$ cat config.mk
export PLATFORM = sky130hd
export DESIGN_NAME = soft_timer_pool_flat
export DESIGN_NICKNAME = d
export VERILOG_FILES = /design/src/stp_pkg.sv /design/src/stp_if.sv /design/src/stp_alu.sv /design/src/stp_store.sv /design/src/soft_timer_pool.sv /design/src/flat_wrapper.sv
export SDC_FILE = /design/constraint.sdc
export NUM_CORES = 2
export LEC_CHECK = 0
export ABC_CLOCK_PERIOD_IN_PS = 9400
export BUFFER_PORTS_ARGS = -buffer_cell sky130_fd_sc_hd__buf_4
export CAP_MARGIN = 0
export CORE_ASPECT_RATIO = 0.5
export CORE_MARGIN = 2
export CORE_UTILIZATION = 62
export DETAILED_ROUTE_END_ITERATION = 6
export PLACE_DENSITY = 0.8
export SLEW_MARGIN = 20
export SYNTH_ARGS = -nofsm -noshare
export SYNTH_HDL_FRONTEND = slang
export SYNTH_SLANG_ARGS = --single-unit
$ cat constraint.sdc
create_clock -name clk -period 9.4 [get_ports clk]
set_input_delay 1.41 -clock clk [delete_from_list [all_inputs] [get_ports clk]]
set_output_delay 1.41 -clock clk [all_outputs]
set_load 0.02 [all_outputs]
$ cat src/stp_pkg.sv
// Shared constants, codes and types of the soft timer pool.
// No dependencies; every other file of the block refers to it by scoped names.
package stp_pkg;

    // Payload widths
    localparam int OP_W       = 3;
    localparam int SLOT_ID_W  = 3;
    localparam int UNIT_W     = 2;
    localparam int VAL_W      = 64;
    localparam int CNT_IN_W   = 32;
    localparam int CLK_W      = 30;
    localparam int WRAP_W     = 32;
    localparam int CFG_IDX_W  = 8;
    localparam int CFG_DATA_W = 32;

    // Defaults of the top-level parameters
    localparam int DEFAULT_SLOTS      = 8;
    localparam int DEFAULT_COUNT_BITS = 32;

    // Operation codes
    localparam logic [OP_W-1:0] OP_ACQUIRE = 3'd0;
    localparam logic [OP_W-1:0] OP_RELEASE = 3'd1;
    localparam logic [OP_W-1:0] OP_ELAPSED = 3'd2;
    localparam logic [OP_W-1:0] OP_TIMEOUT = 3'd3;
    localparam logic [OP_W-1:0] OP_TICK    = 3'd4;

    // Unit codes
    localparam logic [UNIT_W-1:0] UNIT_COUNTS = 2'd0;
    localparam logic [UNIT_W-1:0] UNIT_US     = 2'd1;
    localparam logic [UNIT_W-1:0] UNIT_MS     = 2'd2;
    localparam logic [UNIT_W-1:0] UNIT_S      = 2'd3;

    // Register indexes and reset values
    localparam logic [CFG_IDX_W-1:0] CFG_CLOCK_HZ = 8'd0;
    localparam logic [CFG_IDX_W-1:0] CFG_COUNT_UP = 8'd1;
    localparam logic [CLK_W-1:0]     CLOCK_HZ_RESET = 30'd1000000;

    // Unit scaling, walked MSB first by the shift-add multiply
    localparam int               MUL_W     = 20;
    localparam int               MUL_IDX_W = $clog2(MUL_W);
    localparam logic [MUL_W-1:0] SCALE_US  = 20'd1000000;
    localparam logic [MUL_W-1:0] SCALE_MS  = 20'd1000;

    // Restoring divide: one quotient bit per step
    localparam int DIV_STEPS = VAL_W;
    localparam int STEP_W    = $clog2(DIV_STEPS);

    // Shared adder/subtractor
    typedef struct packed {
        logic [VAL_W-1:0] a;
        logic [VAL_W-1:0] b;
        logic             sub;
    } alu_req_t;

    typedef struct packed {
        logic [VAL_W-1:0] sum;
        logic             carry;   // on subtract: a >= b
    } alu_rsp_t;

endpackage

$ cat src/stp_if.sv
// Handshake channels of the soft timer pool: command, response, config write.
// Depends on stp_pkg for payload widths.
interface stp_cmd_if;
    logic                           valid;
    logic                           ready;
    logic [stp_pkg::OP_W-1:0]       operation;
    logic [stp_pkg::SLOT_ID_W-1:0]  slot_id;
    logic [stp_pkg::UNIT_W-1:0]     unit;
    logic [stp_pkg::VAL_W-1:0]      threshold;
    logic [stp_pkg::CNT_IN_W-1:0]   current_count;

    modport source (output valid, operation, slot_id, unit, threshold, current_count,
                    input ready);
    modport sink   (input valid, operation, slot_id, unit, threshold, current_count,
                    output ready);
endinterface

interface stp_rsp_if;
    logic                           valid;
    logic                           ready;
    logic [stp_pkg::SLOT_ID_W-1:0]  granted_slot;
    logic                           acquire_failed;
    logic [stp_pkg::VAL_W-1:0]      elapsed;
    logic                           timed_out;

    modport source (output valid, granted_slot, acquire_failed, elapsed, timed_out,
                    input ready);
    modport sink   (input valid, granted_slot, acquire_failed, elapsed, timed_out,
                    output ready);
endinterface

interface stp_cfg_if;
    logic                            valid;
    logic                            ready;
    logic [stp_pkg::CFG_IDX_W-1:0]   index;
    logic [stp_pkg::CFG_DATA_W-1:0]  data;

    modport source (output valid, index, data, input ready);
    modport sink   (input valid, index, data, output ready);
endinterface

$ cat src/stp_alu.sv
// Shared 64-bit adder/subtractor used by most arithmetic steps of the sequencer.
// Depends on stp_pkg for the request and response structs.
module stp_alu
(
    input  stp_pkg::alu_req_t req,
    output stp_pkg::alu_rsp_t rsp
);

    logic [stp_pkg::VAL_W-1:0] b_op;

    assign b_op = req.sub ? ~req.b : req.b;
    assign {rsp.carry, rsp.sum} = {1'b0, req.a} + {1'b0, b_op}
                                  + (stp_pkg::VAL_W+1)'(req.sub);

endmodule

$ cat src/stp_store.sv
// Per-slot storage: counter snapshot and tick mark taken at acquire.
// Depends on stp_pkg for the tick mark width; registered read.
module stp_store
#(
    parameter int SLOTS      = stp_pkg::DEFAULT_SLOTS,
    parameter int COUNT_BITS = stp_pkg::DEFAULT_COUNT_BITS
)
(
    input  logic                                    clk,
    input  logic                                    we,
    input  logic [((SLOTS > 1) ? $clog2(SLOTS) : 1)-1:0] waddr,
    input  logic [COUNT_BITS+stp_pkg::WRAP_W-1:0]   wdata,
    input  logic [((SLOTS > 1) ? $clog2(SLOTS) : 1)-1:0] raddr,
    output logic [COUNT_BITS+stp_pkg::WRAP_W-1:0]   rdata
);

    logic [COUNT_BITS+stp_pkg::WRAP_W-1:0] mem [SLOTS];

    always_ff @(posedge clk)
    begin
        if (we)
        begin
            mem[waddr] <= wdata;
        end
        rdata <= mem[raddr];
    end

endmodule

$ cat src/soft_timer_pool.sv
// Soft timer pool top level: slot bookkeeping, sequencer and result register.
// Depends on stp_pkg, the stp_if channels, stp_alu and stp_store.
//
//  channel | dir | carries                                              | transfer
//  --------+-----+------------------------------------------------------+-----------------
//  cmd     | in  | operation, slot_id, unit, threshold, current_count   | valid & ready
//  rsp     | out | granted_slot, acquire_failed, elapsed, timed_out     | valid & ready
//  cfg     | in  | index (0 clock_hz, 1 count_up), data                 | valid & ready
//
// Release, overflow tick and unknown codes finish in the idle state. Acquire scans the
// running flags one slot per cycle. A query of an idle slot goes straight to the result;
// a live query reads the store, forms the count difference and wrap count, then in us or
// ms runs 20 shift-add multiply steps and 64 restoring divide steps, in seconds only the
// divide steps, all through the one shared 64-bit adder. cmd.ready is high only while the
// sequencer is idle; a result waiting in the output register does not block the next
// transfer in, only the hand-off of the following result. cfg is always ready. Reset:
// all slots idle, clock_hz 1000000, count up.
module soft_timer_pool
#(
    parameter int SLOTS      = stp_pkg::DEFAULT_SLOTS,
    parameter int COUNT_BITS = stp_pkg::DEFAULT_COUNT_BITS
)
(
    input  logic          clk,
    input  logic          rst_n,
    stp_cmd_if.sink       cmd,
    stp_rsp_if.source     rsp,
    stp_cfg_if.sink       cfg
);

    localparam int SLOT_W = (SLOTS > 1) ? $clog2(SLOTS) : 1;
    localparam int MEM_W  = COUNT_BITS + stp_pkg::WRAP_W;

    typedef enum logic [3:0] {
        S_IDLE,
        S_SCAN,
        S_READ,
        S_DIFF,
        S_WRAP,
        S_DEC,
        S_MUL,
        S_DIV,
        S_CMP,
        S_OUT
    } state_t;

    state_t state_reg;

    // Configuration
    logic [stp_pkg::CLK_W-1:0] clock_hz_reg;
    logic                      count_up_reg;

    // Slot bookkeeping. Overflow counts are kept as a global tick count; a slot
    // stores the tick count at acquire and its wraps are the difference.
    logic [SLOTS-1:0]           running_reg;
    logic [stp_pkg::WRAP_W-1:0] tick_reg;

    // Latched command
    logic [stp_pkg::OP_W-1:0]     op_reg;
    logic [SLOT_W-1:0]            slot_reg;
    logic [stp_pkg::UNIT_W-1:0]   unit_reg;
    logic [stp_pkg::VAL_W-1:0]    thr_reg;
    logic [COUNT_BITS-1:0]        cur_reg;

    // Working registers
    logic [SLOT_W-1:0]              scan_reg;
    logic [stp_pkg::STEP_W-1:0]     step_reg;
    logic [COUNT_BITS-1:0]          diff_reg;
    logic                           borrow_reg;
    logic [stp_pkg::WRAP_W-1:0]     wraps_reg;
    logic [stp_pkg::VAL_W-1:0]      acc_reg;
    logic [stp_pkg::VAL_W-1:0]      x_reg;
    logic [stp_pkg::CLK_W-1:0]      rem_reg;
    logic [stp_pkg::SLOT_ID_W-1:0]  granted_reg;
    logic                           failed_reg;
    logic                           tout_reg;

    // Result register
    logic                           rsp_valid_reg;
    logic [stp_pkg::SLOT_ID_W-1:0]  rsp_granted_reg;
    logic                           rsp_failed_reg;
    logic [stp_pkg::VAL_W-1:0]      rsp_elapsed_reg;
    logic                           rsp_tout_reg;

    // Shared unit and storage
    stp_pkg::alu_req_t alu_req;
    stp_pkg::alu_rsp_t alu_rsp;
    logic              mem_we;
    logic [MEM_W-1:0]  mem_wdata;
    logic [MEM_W-1:0]  mem_rdata;
    logic [COUNT_BITS-1:0]      start_cnt;
    logic [stp_pkg::WRAP_W-1:0] start_mark;

    logic [SLOT_W-1:0]          cmd_slot;
    logic                       cmd_live;
    logic [stp_pkg::CLK_W-1:0]  clk_div;
    logic [stp_pkg::CLK_W:0]    rem_shift;
    logic [stp_pkg::MUL_W-1:0]  scale;
    logic [stp_pkg::WRAP_W-1:0] wrap_sel;
    logic [stp_pkg::VAL_W-1:0]  raw_elapsed;
    logic                       out_free;

    assign cmd_slot = SLOT_W'(cmd.slot_id);
    assign cmd_live = (32'(cmd.slot_id) < SLOTS) && running_reg[cmd_slot];

    assign start_cnt  = mem_rdata[MEM_W-1:stp_pkg::WRAP_W];
    assign start_mark = mem_rdata[stp_pkg::WRAP_W-1:0];

    // clock_hz of zero counts as one
    assign clk_div   = (clock_hz_reg == '0) ? stp_pkg::CLK_W'(1) : clock_hz_reg;
    assign rem_shift = {rem_reg, acc_reg[stp_pkg::VAL_W-1]};
    assign scale     = (unit_reg == stp_pkg::UNIT_US) ? stp_pkg::SCALE_US
                                                      : stp_pkg::SCALE_MS;

    // Wrap count after the optional take-back, joined above the count difference
    assign wrap_sel    = (state_reg == S_DEC) ? alu_rsp.sum[stp_pkg::WRAP_W-1:0]
                                              : alu_rsp.sum[stp_pkg::WRAP_W-1:0];
    assign raw_elapsed = (stp_pkg::VAL_W'(wrap_sel) << COUNT_BITS)
                         | stp_pkg::VAL_W'(diff_reg);

    assign out_free = !rsp_valid_reg || rsp.ready;

    assign mem_we    = (state_reg == S_SCAN) && !running_reg[scan_reg];
    assign mem_wdata = {cur_reg, tick_reg};

    stp_store #(
        .SLOTS      (SLOTS),
        .COUNT_BITS (COUNT_BITS)
    ) u_store (
        .clk   (clk),
        .we    (mem_we),
        .waddr (scan_reg),
        .wdata (mem_wdata),
        .raddr (slot_reg),
        .rdata (mem_rdata)
    );

    stp_alu u_alu (
        .req (alu_req),
        .rsp (alu_rsp)
    );

    // Operand selection for the shared adder
    always_comb
    begin
        alu_req = '0;
        unique case (state_reg)
            S_DIFF:
            begin
                // up: cur - start, down: start - cur; borrow marks counter behind
                alu_req.a   = count_up_reg ? stp_pkg::VAL_W'(cur_reg)
                                           : stp_pkg::VAL_W'(start_cnt);
                alu_req.b   = count_up_reg ? stp_pkg::VAL_W'(start_cnt)
                                           : stp_pkg::VAL_W'(cur_reg);
                alu_req.sub = 1'b1;
            end
            S_WRAP:
            begin
                alu_req.a   = stp_pkg::VAL_W'(tick_reg);
                alu_req.b   = stp_pkg::VAL_W'(start_mark);
                alu_req.sub = 1'b1;
            end
            S_DEC:
            begin
                alu_req.a   = stp_pkg::VAL_W'(wraps_reg);
                alu_req.b   = stp_pkg::VAL_W'(1);
                alu_req.sub = 1'b1;
            end
            S_MUL:
            begin
                alu_req.a = acc_reg << 1;
                alu_req.b = scale[step_reg[stp_pkg::MUL_IDX_W-1:0]] ? x_reg : '0;
            end
            S_DIV:
            begin
                alu_req.a   = stp_pkg::VAL_W'(rem_shift);
                alu_req.b   = stp_pkg::VAL_W'(clk_div);
                alu_req.sub = 1'b1;
            end
            S_CMP:
            begin
                alu_req.a   = acc_reg;
                alu_req.b   = thr_reg;
                alu_req.sub = 1'b1;
            end
            default:
            begin
                alu_req = '0;
            end
        endcase
    end

    assign cmd.ready = (state_reg == S_IDLE);
    assign cfg.ready = 1'b1;

    assign rsp.valid          = rsp_valid_reg;
    assign rsp.granted_slot   = rsp_granted_reg;
    assign rsp.acquire_failed = rsp_failed_reg;
    assign rsp.elapsed        = rsp_elapsed_reg;
    assign rsp.timed_out      = rsp_tout_reg;

    always_ff @(posedge clk or negedge rst_n)
    begin
        if (!rst_n)
        begin
            state_reg       <= S_IDLE;
            clock_hz_reg    <= stp_pkg::CLOCK_HZ_RESET;
            count_up_reg    <= 1'b1;
            running_reg     <= '0;
            tick_reg        <= '0;
            op_reg          <= '0;
            slot_reg        <= '0;
            unit_reg        <= '0;
            thr_reg         <= '0;
            cur_reg         <= '0;
            scan_reg        <= '0;
            step_reg        <= '0;
            diff_reg        <= '0;
            borrow_reg      <= 1'b0;
            wraps_reg       <= '0;
            acc_reg         <= '0;
            x_reg           <= '0;
            rem_reg         <= '0;
            granted_reg     <= '0;
            failed_reg      <= 1'b0;
            tout_reg        <= 1'b0;
            rsp_valid_reg   <= 1'b0;
            rsp_granted_reg <= '0;
            rsp_failed_reg  <= 1'b0;
            rsp_elapsed_reg <= '0;
            rsp_tout_reg    <= 1'b0;
        end
        else
        begin
            // Config writes are to arrive only while idle; the block itself does not enforce it
            if (cfg.valid)
            begin
                if (cfg.index == stp_pkg::CFG_CLOCK_HZ)
                begin
                    clock_hz_reg <= cfg.data[stp_pkg::CLK_W-1:0];
                end
                else if (cfg.index == stp_pkg::CFG_COUNT_UP)
                begin
                    count_up_reg <= cfg.data[0];
                end
            end

            // Result hand-off
            if (state_reg == S_OUT && out_free)
            begin
                rsp_valid_reg   <= 1'b1;
                rsp_granted_reg <= granted_reg;
                rsp_failed_reg  <= failed_reg;
                rsp_elapsed_reg <= acc_reg;
                rsp_tout_reg    <= tout_reg;
            end
            else if (rsp.ready)
            begin
                rsp_valid_reg <= 1'b0;
            end

            unique case (state_reg)
                S_IDLE:
                begin
                    if (cmd.valid)
                    begin
                        op_reg      <= cmd.operation;
                        slot_reg    <= cmd_slot;
                        unit_reg    <= cmd.unit;
                        thr_reg     <= cmd.threshold;
                        cur_reg     <= cmd.current_count[COUNT_BITS-1:0];
                        granted_reg <= '0;
                        failed_reg  <= 1'b0;
                        tout_reg    <= 1'b0;
                        acc_reg     <= '0;
                        scan_reg    <= '0;
                        priority case (cmd.operation)
                            stp_pkg::OP_ACQUIRE:
                            begin
                                state_reg <= S_SCAN;
                            end
                            stp_pkg::OP_RELEASE:
                            begin
                                if (cmd_live)
                                begin
                                    running_reg[cmd_slot] <= 1'b0;
                                end
                            end
                            stp_pkg::OP_ELAPSED, stp_pkg::OP_TIMEOUT:
                            begin
                                if (cmd_live)
                                begin
                                    state_reg <= S_READ;
                                end
                                else
                                begin
                                    // idle slot: elapsed 0, a timeout check is true
                                    tout_reg  <= (cmd.operation == stp_pkg::OP_TIMEOUT);
                                    state_reg <= S_OUT;
                                end
                            end
                            stp_pkg::OP_TICK:
                            begin
                                tick_reg <= tick_reg + stp_pkg::WRAP_W'(1);
                            end
                            default:
                            begin
                                state_reg <= S_IDLE;
                            end
                        endcase
                    end
                end

                S_SCAN:
                begin
                    if (!running_reg[scan_reg])
                    begin
                        running_reg[scan_reg] <= 1'b1;
                        granted_reg           <= stp_pkg::SLOT_ID_W'(scan_reg);
                        state_reg             <= S_OUT;
                    end
                    else if (scan_reg == SLOT_W'(SLOTS - 1))
                    begin
                        failed_reg <= 1'b1;
                        state_reg  <= S_OUT;
                    end
                    else
                    begin
                        scan_reg <= scan_reg + SLOT_W'(1);
                    end
                end

                S_READ:
                begin
                    state_reg <= S_DIFF;
                end

                S_DIFF:
                begin
                    diff_reg   <= alu_rsp.sum[COUNT_BITS-1:0];
                    borrow_reg <= !alu_rsp.carry;
                    state_reg  <= S_WRAP;
                end

                S_WRAP, S_DEC:
                begin
                    if (state_reg == S_WRAP && borrow_reg
                        && alu_rsp.sum[stp_pkg::WRAP_W-1:0] != '0)
                    begin
                        // counter not yet past the snapshot: take one wrap back
                        wraps_reg <= alu_rsp.sum[stp_pkg::WRAP_W-1:0];
                        state_reg <= S_DEC;
                    end
                    else
                    begin
                        x_reg <= raw_elapsed;
                        priority case (unit_reg)
                            stp_pkg::UNIT_COUNTS:
                            begin
                                acc_reg   <= raw_elapsed;
                                state_reg <= (op_reg == stp_pkg::OP_TIMEOUT) ? S_CMP : S_OUT;
                            end
                            stp_pkg::UNIT_S:
                            begin
                                acc_reg   <= raw_elapsed;
                                rem_reg   <= '0;
                                step_reg  <= stp_pkg::STEP_W'(stp_pkg::DIV_STEPS - 1);
                                state_reg <= S_DIV;
                            end
                            default:
                            begin
                                acc_reg   <= '0;
                                step_reg  <= stp_pkg::STEP_W'(stp_pkg::MUL_W - 1);
                                state_reg <= S_MUL;
                            end
                        endcase
                    end
                end

                S_MUL:
                begin
                    // product wraps at 64 bits
                    acc_reg <= alu_rsp.sum;
                    if (step_reg == '0)
                    begin
                        rem_reg   <= '0;
                        step_reg  <= stp_pkg::STEP_W'(stp_pkg::DIV_STEPS - 1);
                        state_reg <= S_DIV;
                    end
                    else
                    begin
                        step_reg <= step_reg - stp_pkg::STEP_W'(1);
                    end
                end

                S_DIV:
                begin
                    if (alu_rsp.carry)
                    begin
                        rem_reg <= alu_rsp.sum[stp_pkg::CLK_W-1:0];
                        acc_reg <= {acc_reg[stp_pkg::VAL_W-2:0], 1'b1};
                    end
                    else
                    begin
                        rem_reg <= rem_shift[stp_pkg::CLK_W-1:0];
                        acc_reg <= {acc_reg[stp_pkg::VAL_W-2:0], 1'b0};
                    end
                    if (step_reg == '0)
                    begin
                        state_reg <= (op_reg == stp_pkg::OP_TIMEOUT) ? S_CMP : S_OUT;
                    end
                    else
                    begin
                        step_reg <= step_reg - stp_pkg::STEP_W'(1);
                    end
                end

                S_CMP:
                begin
                    tout_reg  <= alu_rsp.carry;
                    state_reg <= S_OUT;
                end

                S_OUT:
                begin
                    if (out_free)
                    begin
                        state_reg <= S_IDLE;
                    end
                end

                default:
                begin
                    state_reg <= S_IDLE;
                end
            endcase
        end
    end

endmodule
$ cat src/flat_wrapper.sv
// flat-port wrapper written by rule: the top's interface ports become plain ports
module soft_timer_pool_flat 
#(
    parameter int SLOTS      = stp_pkg::DEFAULT_SLOTS,
    parameter int COUNT_BITS = stp_pkg::DEFAULT_COUNT_BITS
)
  (clk, rst_n, cmd_valid, cmd_operation, cmd_slot_id, cmd_unit, cmd_threshold, cmd_current_count, cmd_ready, rsp_valid, rsp_granted_slot, rsp_acquire_failed, rsp_elapsed, rsp_timed_out, rsp_ready, cfg_valid, cfg_index, cfg_data, cfg_ready);
  stp_cmd_if cmd_i ();
  stp_rsp_if rsp_i ();
  stp_cfg_if cfg_i ();
  input  logic clk;
  input  logic rst_n;
  input wire logic [$bits(cmd_i.valid)-1:0] cmd_valid;
  input wire logic [$bits(cmd_i.operation)-1:0] cmd_operation;
  input wire logic [$bits(cmd_i.slot_id)-1:0] cmd_slot_id;
  input wire logic [$bits(cmd_i.unit)-1:0] cmd_unit;
  input wire logic [$bits(cmd_i.threshold)-1:0] cmd_threshold;
  input wire logic [$bits(cmd_i.current_count)-1:0] cmd_current_count;
  output wire logic [$bits(cmd_i.ready)-1:0] cmd_ready;
  output wire logic [$bits(rsp_i.valid)-1:0] rsp_valid;
  output wire logic [$bits(rsp_i.granted_slot)-1:0] rsp_granted_slot;
  output wire logic [$bits(rsp_i.acquire_failed)-1:0] rsp_acquire_failed;
  output wire logic [$bits(rsp_i.elapsed)-1:0] rsp_elapsed;
  output wire logic [$bits(rsp_i.timed_out)-1:0] rsp_timed_out;
  input wire logic [$bits(rsp_i.ready)-1:0] rsp_ready;
  input wire logic [$bits(cfg_i.valid)-1:0] cfg_valid;
  input wire logic [$bits(cfg_i.index)-1:0] cfg_index;
  input wire logic [$bits(cfg_i.data)-1:0] cfg_data;
  output wire logic [$bits(cfg_i.ready)-1:0] cfg_ready;
  assign cmd_i.valid = cmd_valid;
  assign cmd_i.operation = cmd_operation;
  assign cmd_i.slot_id = cmd_slot_id;
  assign cmd_i.unit = cmd_unit;
  assign cmd_i.threshold = cmd_threshold;
  assign cmd_i.current_count = cmd_current_count;
  assign cmd_ready = cmd_i.ready;
  assign rsp_valid = rsp_i.valid;
  assign rsp_granted_slot = rsp_i.granted_slot;
  assign rsp_acquire_failed = rsp_i.acquire_failed;
  assign rsp_elapsed = rsp_i.elapsed;
  assign rsp_timed_out = rsp_i.timed_out;
  assign rsp_i.ready = rsp_ready;
  assign cfg_i.valid = cfg_valid;
  assign cfg_i.index = cfg_index;
  assign cfg_i.data = cfg_data;
  assign cfg_ready = cfg_i.ready;
  soft_timer_pool #(.SLOTS(SLOTS), .COUNT_BITS(COUNT_BITS)) u_core (.clk(clk), .rst_n(rst_n), .cmd(cmd_i), .rsp(rsp_i), .cfg(cfg_i));
endmodule
# Word level (Yosys, flattened, before mapping)

Memories as Yosys holds them, arrays and structs flattened. A register that Yosys moved wholly into a read port is not among the register bits.
Cells that the tools add are included.

$add $sub $neg: 5
Multiply operators: 0
Divide/modulo/power cells: 0
$lt $le $gt $ge: 5
Eq/ne operators: 34
Shift operators: 0
Multiplexer cells: 68
Bitwise operators: 7
Reduce and logical (&&, ||, !) cells: 42

Operator list:

| kind                  | count |
|---|---|
| $pmux 128 s6          | 1 |
| $mux 64               | 5 |
| $pmux 64 s4           | 1 |
| $mux 30               | 5 |
| $pmux 30 s3           | 1 |
| $add 64x64->65        | 1 |
| $add 65x1->65         | 1 |
| $mux 32               | 2 |
| $not 64->64           | 1 |
| $or 64x32->64         | 1 |
| $pmux 4 s9            | 1 |
| $add 32x1->32 const B | 1 |
| $mux 4                | 8 |
| $mux 8                | 4 |
| $reduce_bool 32->1    | 1 |
| $logic_not 30->1      | 1 |
| $mux 20               | 1 |
| $mux 1                | 18 |
| $mux 6                | 3 |
| $ne 2x2->1 const B    | 9 |
| $pmux 6 s3            | 1 |
| $eq 4x3->1 const B    | 4 |
| $pmux 8 s2            | 1 |
| $reduce_and 4->1      | 4 |
| other kinds (46)      | 85 |

Bits in registers: 486
Bits in latches: 0
RAM bits: 512
ROM bits: 0
Input bits: 149
Output and inout port bits: 72
Word-level logic and storage cells: 188
Memories: 1

Memories:

| memory             | words | width | rd ports | clocked after memory_dff | wr ports | RTL line        | RTL |
|---|---|---|---|---|---|---|---|
| u_core.u_store.mem | 8     | 64    | 1        | 1                        | 1        | stp_store.sv:17 | `logic [COUNT_BITS+stp_pkg::WRAP_W-1:0] mem [SLOTS];` |

# Longest topological paths before layout

Depth in word-level cells: 14
Mapped depth: 26
Mapped depth without buffers: 22

# Cells and area by module

From an unflattened synthesis, not the netlist that was laid out.

Cell total of the unflattened synthesis: 3470
Area total of the unflattened synthesis: 48788.0 µm²

Modules (own cells, without submodules):

| module          | instances | cells an instance | area each (µm²) | seq. area each (µm²) |
|---|---|---|---|---|
| soft_timer_pool | 1         | 2032              | 23837.9         | 12171.7 |
| stp_store       | 1         | 816               | 20547.2         | 16656.0 |
| stp_alu         | 1         | 622               | 4403.0          | 0.0 |

# Worst setup path before layout

Ideal clock, no wire load.

Kind: register to register
Start point: register u_core.scan_reg[2]
End point: memory u_core.u_store.mem[2][0] (netlist name), enable pin
Library setup time: 581 ps
Arrival: 6569 ps
Required time: 8819 ps
Setup slack: 2250 ps
Cell stages (with the launch flop): 8
Path buffers: 0
Clock period less this slack: 7150 ps
Path through: dfrtp_1 -> mux2_2 -> a221oi_1 -> a31oi_1 -> nor2_1 -> inv_1 -> or3_1 -> nor3b_1

Longest elaborated chain between the ends: 6

Ends and longest elaborated chain:

| what                         | RTL line               | RTL |
|---|---|---|
| start, declared              | soft_timer_pool.sv:66  | `logic [SLOT_W-1:0] scan_reg;` |
| start signal, assigned       | soft_timer_pool.sv:329 | `scan_reg <= scan_reg + SLOT_W'(1);` |
| $bmux 1 s3                   | soft_timer_pool.sv:123 | `assign mem_we = (state_reg == S_SCAN) && !running_reg[scan_reg];` |
| $mux 1 (implied by the code) | soft_timer_pool.sv:123 |  |
| $logic_not 1->1              | n/a                    |  |
| $logic_and 1x1->1            | soft_timer_pool.sv:123 |  |
| $mux 1                       | stp_store.sv:21        | `if (we)` |
| $mux 1 (implied by the code) | stp_store.sv:23        | `mem[waddr] <= wdata;` |
| end, declared                | stp_store.sv:17        |  |

Parallel ways exist; a longest one is shown, timed or not. The select of a mux whose other input is x is not followed.

# Final worst setup path

Start point: register u_core.state_reg[0]
End point: register u_core.acc_reg[59] (netlist name)

Longest elaborated chain between the ends: 10
Elaborated cells between the ends (all ways): 26
Those cells by class: add/sub (2); eq/ne (8); mux (6); bitwise (2); reduce/logical (8)

Ends and longest elaborated chain:

| what                                                      | RTL line                                       | RTL |
|---|---|---|
| start, declared                                           | soft_timer_pool.sv:47                          | `state_t state_reg;` |
| start signal, assigned                                    | soft_timer_pool.sv:361                         | `state_reg <= (op_reg == stp_pkg::OP_TIMEOUT) ? S_CMP : S_OUT;` |
| start signal, assigned                                    | soft_timer_pool.sv:410                         | `state_reg <= (op_reg == stp_pkg::OP_TIMEOUT) ? S_CMP : S_OUT;` |
| $eq 4x4->1 (tied with other cells)                        | soft_timer_pool.sv:147                         | `unique case (state_reg)` |
| $pmux 128 s6 or $reduce_or 5->1 (tied branches)           | n/a                                            |  |
| $not 64->64 or $mux 1 (tied branches)                     | stp_alu.sv:11, soft_timer_pool.sv:147          |  |
| $mux 64                                                   | stp_alu.sv:11                                  | `assign b_op = req.sub ? ~req.b : req.b;` |
| $add 64x64->65                                            | stp_alu.sv:12                                  | `assign {rsp.carry, rsp.sum} = {1'b0, req.a} + {1'b0, b_op}` |
| $add 65x1->65                                             | stp_alu.sv:13                                  | `+ (stp_pkg::VAL_W+1)'(req.sub);` |
| $reduce_bool 32->1 or $or 64x32->64 (tied branches)       | soft_timer_pool.sv:348, soft_timer_pool.sv:119 |  |
| $logic_and 1x1->1 or $mux 64 (tied branches)              | soft_timer_pool.sv:348, soft_timer_pool.sv:357 |  |
| $ne 2x2->1 (no line) or $mux 64 (tied branches)           | n/a                                            |  |
| $reduce_and 3->1 (no line) or $pmux 64 s4 (tied branches) | n/a                                            |  |
| end signal, assigned                                      | soft_timer_pool.sv:360                         | `acc_reg <= raw_elapsed;` |
| end signal, assigned                                      | soft_timer_pool.sv:365                         | `acc_reg <= raw_elapsed;` |
| end signal, assigned                                      | soft_timer_pool.sv:383                         | `acc_reg <= alu_rsp.sum;` |
| end, declared                                             | soft_timer_pool.sv:71                          | `logic [stp_pkg::VAL_W-1:0] acc_reg;` |

Parallel ways exist; a longest one is shown, timed or not. The select of a mux whose other input is x is not followed.
A chain may end at the register's enable or synchronous reset.

==> results.py <==
metrics = {
    "job": {
        "max_cap_viol_count": 0,
    },
    "run_status": {
        "violations": "DRC",
        "status": "finished with violations",
    },
    "floorplan": {
        "die_h_um": 201,
        "rows": 71,
        "coreArea_um2": 75800,
        "initial_core_util_pct": 63.2,
        "die_w_um": 397,
        "io_pins": 221,
        "die_area_um2": 79600,
    },
    "pwr": {
        "power_leakage_nw": 21.3,
        "switching_power_mw": 5.28,
        "p_int_mw": 9.87,
        "power_frac_seq_pct": 43.8,
        "power_density_nw_per_um2": 281,
        "ir_worst_vdd_v": 0.000166,
        "combPwrFrac_pct": 29.9,
        "switching_share_pct": 34.8,
        "power_frac_clock_pct": 26.2,
    },
    "critical_path": {
        "critPathBufInv": 1,
        "end_kind": "flop",
        "crit_arrival_ns": 8.79,
        "reg2reg_depth": 20,
        "worst-path-stages": 20,
        "crit_fanout": 30,
        "path_cells": "nand2_1 -> or3_2 -> o21ai_0 -> a221o_1 -> nor3_1 -> ha_1 -> nor2b_1 -> o2111ai_1 -> a21oi_1 -> o2111a_1 -> or2_2 -> xnor2_1 -> nand4_1 -> nor3_1 -> nand4_1 -> nor4_2 -> or2_2 -> buf_4 -> and2_1 -> a22o_1",
        "critical-path-top-delay-family": "simple AND/OR/NAND/NOR gates",
        "crit_path_start": "u_core.state_reg[0]",
        "r2r_start": "u_core.state_reg[0]",
        "setup.worst_path.end": "u_core.acc_reg[59]",
        "cp_slowest_cell": "dfrtp_1",
        "crit_required_ns": 10.02,
        "max_stage_delay_ns": 0.90,
        "critPathLaunchType": "flop",
        "timing.rr.end": "u_core.acc_reg[59]",
        "path_class": "flop to flop",
        "rrSetupSlack_ns": 1.23,
    },
    "timing": {
        "rsz0062_at_grt": "no",
        "holdWs_ns": 0.484,
        "period_needed_ns": 8.17,
        "worst_slew_pin_slew_ns": 1.13,
        "hold_viol": 0,
        "skew_ns": 0.0386,
        "slew_headroom_pct": 24.1,
        "clock.fmax_ghz": 0.122,
        "final_max_slew_viol_count": 0,
        "fin_setup_tns_ns": 0,
        "setup_viol": 0,
        "timing.final.crit_share_pct": 87.0,
    },
    "detailed_routing": {
        "routed_wl_mm": 138,
        "vias": 33100,
        "firstDrtPassIters": 7,
        "drc": 9,
        "wire_per_inst_um": 29.3,
        "drt-vias-per-instance": 7.04,
        "drt-initial-drc-count": 5251,
        "antenna_left": 0,
    },
    "finish": {
        "post-route-util_pct": 71.1,
        "regMostFlops": "u_core.u_store.mem",
        "layout-drive-gt1-share_pct": 26.4,
        "n_antenna_cell": 0,
        "largest_reg_flops": 512,
        "area_growth_pct": 12.5,
        "fin_nets": 3831,
        "layout.cells.non_filler": 4706,
    },
    "clock_network": {
        "cts_tree": "yes",
        "ctsResizeCount": 0,
        "cts-root-buf": "clkbuf_16",
        "insertion_delay_ns": 0.71,
        "cts_made_buffers": 90,
        "clockBufferDepth": 3,
        "cts_hold_buf": 0,
        "clkSinkCount": 1062,
        "htreeDepth": 3,
        "path_clk_slew_ns": 0.06,
        "post_cts_buffers": 0,
    },
    "grt": {
        "antenna_found_initial": 9,
        "grt_max_degree": 161,
        "gr-usage-all-layers_pct": 34.6,
        "grt_pass1_wl_mm": 206,
        "grt_pass1_vias": 32500,
        "grt_overflow": 0,
    },
    "yosys": {
        "syn-num-nets": 3682,
        "yosysSeqAreaShare_pct": 60.2,
        "synth_cells": 3459,
        "ys.warnings.count": 0,
        "syn_area_per_cell_um2": 13.8,
        "yosysTopAreaCell": "edfxtp_1",
        "synth_edf_count": 512,
        "ys_seq_elements": 1062,
        "netlist.area_leader.share_pct": 32.1,
        "synth_area_leaders": "edfxtp_1 (32%), dfrtp_1 (25%), mux2_2 (8.3%)",
        "async_reset_ff_share_pct": 45.8,
        "yosysUniqueCellTypes": 87,
        "synth-main-ff-cell": "edfxtp_1",
        "syn-cell-area_um2": 47900,
    },
    "placement": {
        "routabilityCongestion": 0.977,
        "io_buffer_count": 217,
        "dpl.cell_count": 4537,
        "place_hpwl_mm": 88.4,
    },
    "worst_hold_path": {
        "min_path_type": "flop to flop",
    },
}
==> layout by cell type, fill, tap and decap left out, drive strengths merged, types with 18 or more instances in the layout <==
cell,n
a22o,67
inv,30
o21ai,149
edfxtp,512
nand2,273
a211oi,31
xnor2,63
nand3,36
a21o,55
mux2i,66
nor3,45
ha,73
a31oi,18
mux4,128
dfrtp,478
a222oi,111
o2bb2ai,84
mux2,356
clkinv,27
buf,294
dfxtp,64
nor2,130
a21oi,144
nand4,22
a221o,32
xor2,32
clkbuf,129
==> layout make-up <==
cell class	instances	area (um2)
flip-flops and latches	1062	28800
fillers	4795	21900
multi-input cells	2132	18200
clock buffers	129	2650
repair buffers	294	2280
well taps	1022	1280
clock inverters	39	500
inverters	28	105
==> worst min-delay path, cell delays in order, from the launching register on <==
cell and delay (ns):
dfrtp_1 0.34, nand2_1 0.05, o21ai_0 0.06
==> how the worst min path moves through the flow <==
stage | from | endpoint | slack, ns | cells after the start
6_report | u_core.x_reg[33] | u_core.x_reg[33] | 0.48 | 2
5_1_grt | u_core.x_reg[35] | u_core.x_reg[35] | 0.51 | 2
2_1_floorplan | u_core.granted_reg[0] | u_core.granted_reg[0] | 0.44 | 2
3_5_place_dp | u_core.borrow_reg | u_core.borrow_reg | 0.47 | 2
4_1_cts | u_core.x_reg[42] | u_core.x_reg[42] | 0.49 | 2
3_3_place_gp | u_core.x_reg[39] | u_core.x_reg[39] | 0.46 | 2
==> metal layers <==
layer	wire [um]	global-route usage (%)
met1	53100	49.3
met2	62000	51.5
met5	61	0
met3	18400	10.0
met4	4280	11.3
==> cells in the mapped netlist, types with 20 or more instances <==
cell / count
edfxtp_1: 512
a22o_1: 67
dfxtp_1: 64
mux2i_1: 66
mux4_2: 128
mux2_2: 352
nor2_1: 130
inv_1: 27
xor2_1: 32
a21oi_1: 144
nand2_1: 271
dfrtp_1: 478
clkbuf_1: 176
nand3_1: 35
xnor2_1: 63
nor3_1: 43
nand4_1: 22
o2bb2ai_1: 84
buf_1: 38
a221o_1: 32
a21o_1: 55
buf_2: 20
a211oi_1: 31
ha_1: 73
o21ai_0: 138
a222oi_1: 111
==> cell families (layout without fill, tap and decap cells) <==
logic type / after synthesis / after routing / share of synthesized area [%]
adder cells (fa/ha/maj): 74 / 74 / 1.95
flip-flops: 1062 / 1062 / 60.2
AND/OR/NAND/NOR: 617 / 617 / 5.97
buffers and inverters: 265 / 490 / 2.16
other: 1 / 1 / 0.00783
XOR/XNOR: 95 / 95 / 1.74
multiplexers: 550 / 550 / 15.8
AO/OA/AOI/OAI: 795 / 795 / 12.2
==> through the flow <==
step | worst slack, ns | area, um2 | total power [mW]
6_report | 1.23 | 53900 | 15.2
5_1_grt | 0.944 | 53900 | 15.7
4_1_cts | 1.43 | 53800 | 15.0
3_3_place_gp | 1.67 | 50700 | 10.9
2_1_floorplan | 2.25 | 47900 | 9.39
3_5_place_dp | 1.47 | 50700 | 11.1
==> power by group through the flow <==
stage / clock (mW) / combinational, mW / sequential (mW)
floorplan: 0 / 3.16 / 6.24
global placement: 0 / 4.28 / 6.62
detailed placement: 0 / 4.37 / 6.68
CTS: 4.00 / 4.43 / 6.60
global route: 4.18 / 4.81 / 6.71
finish: 3.97 / 4.54 / 6.64
Power figures use the tool's default switching activity.
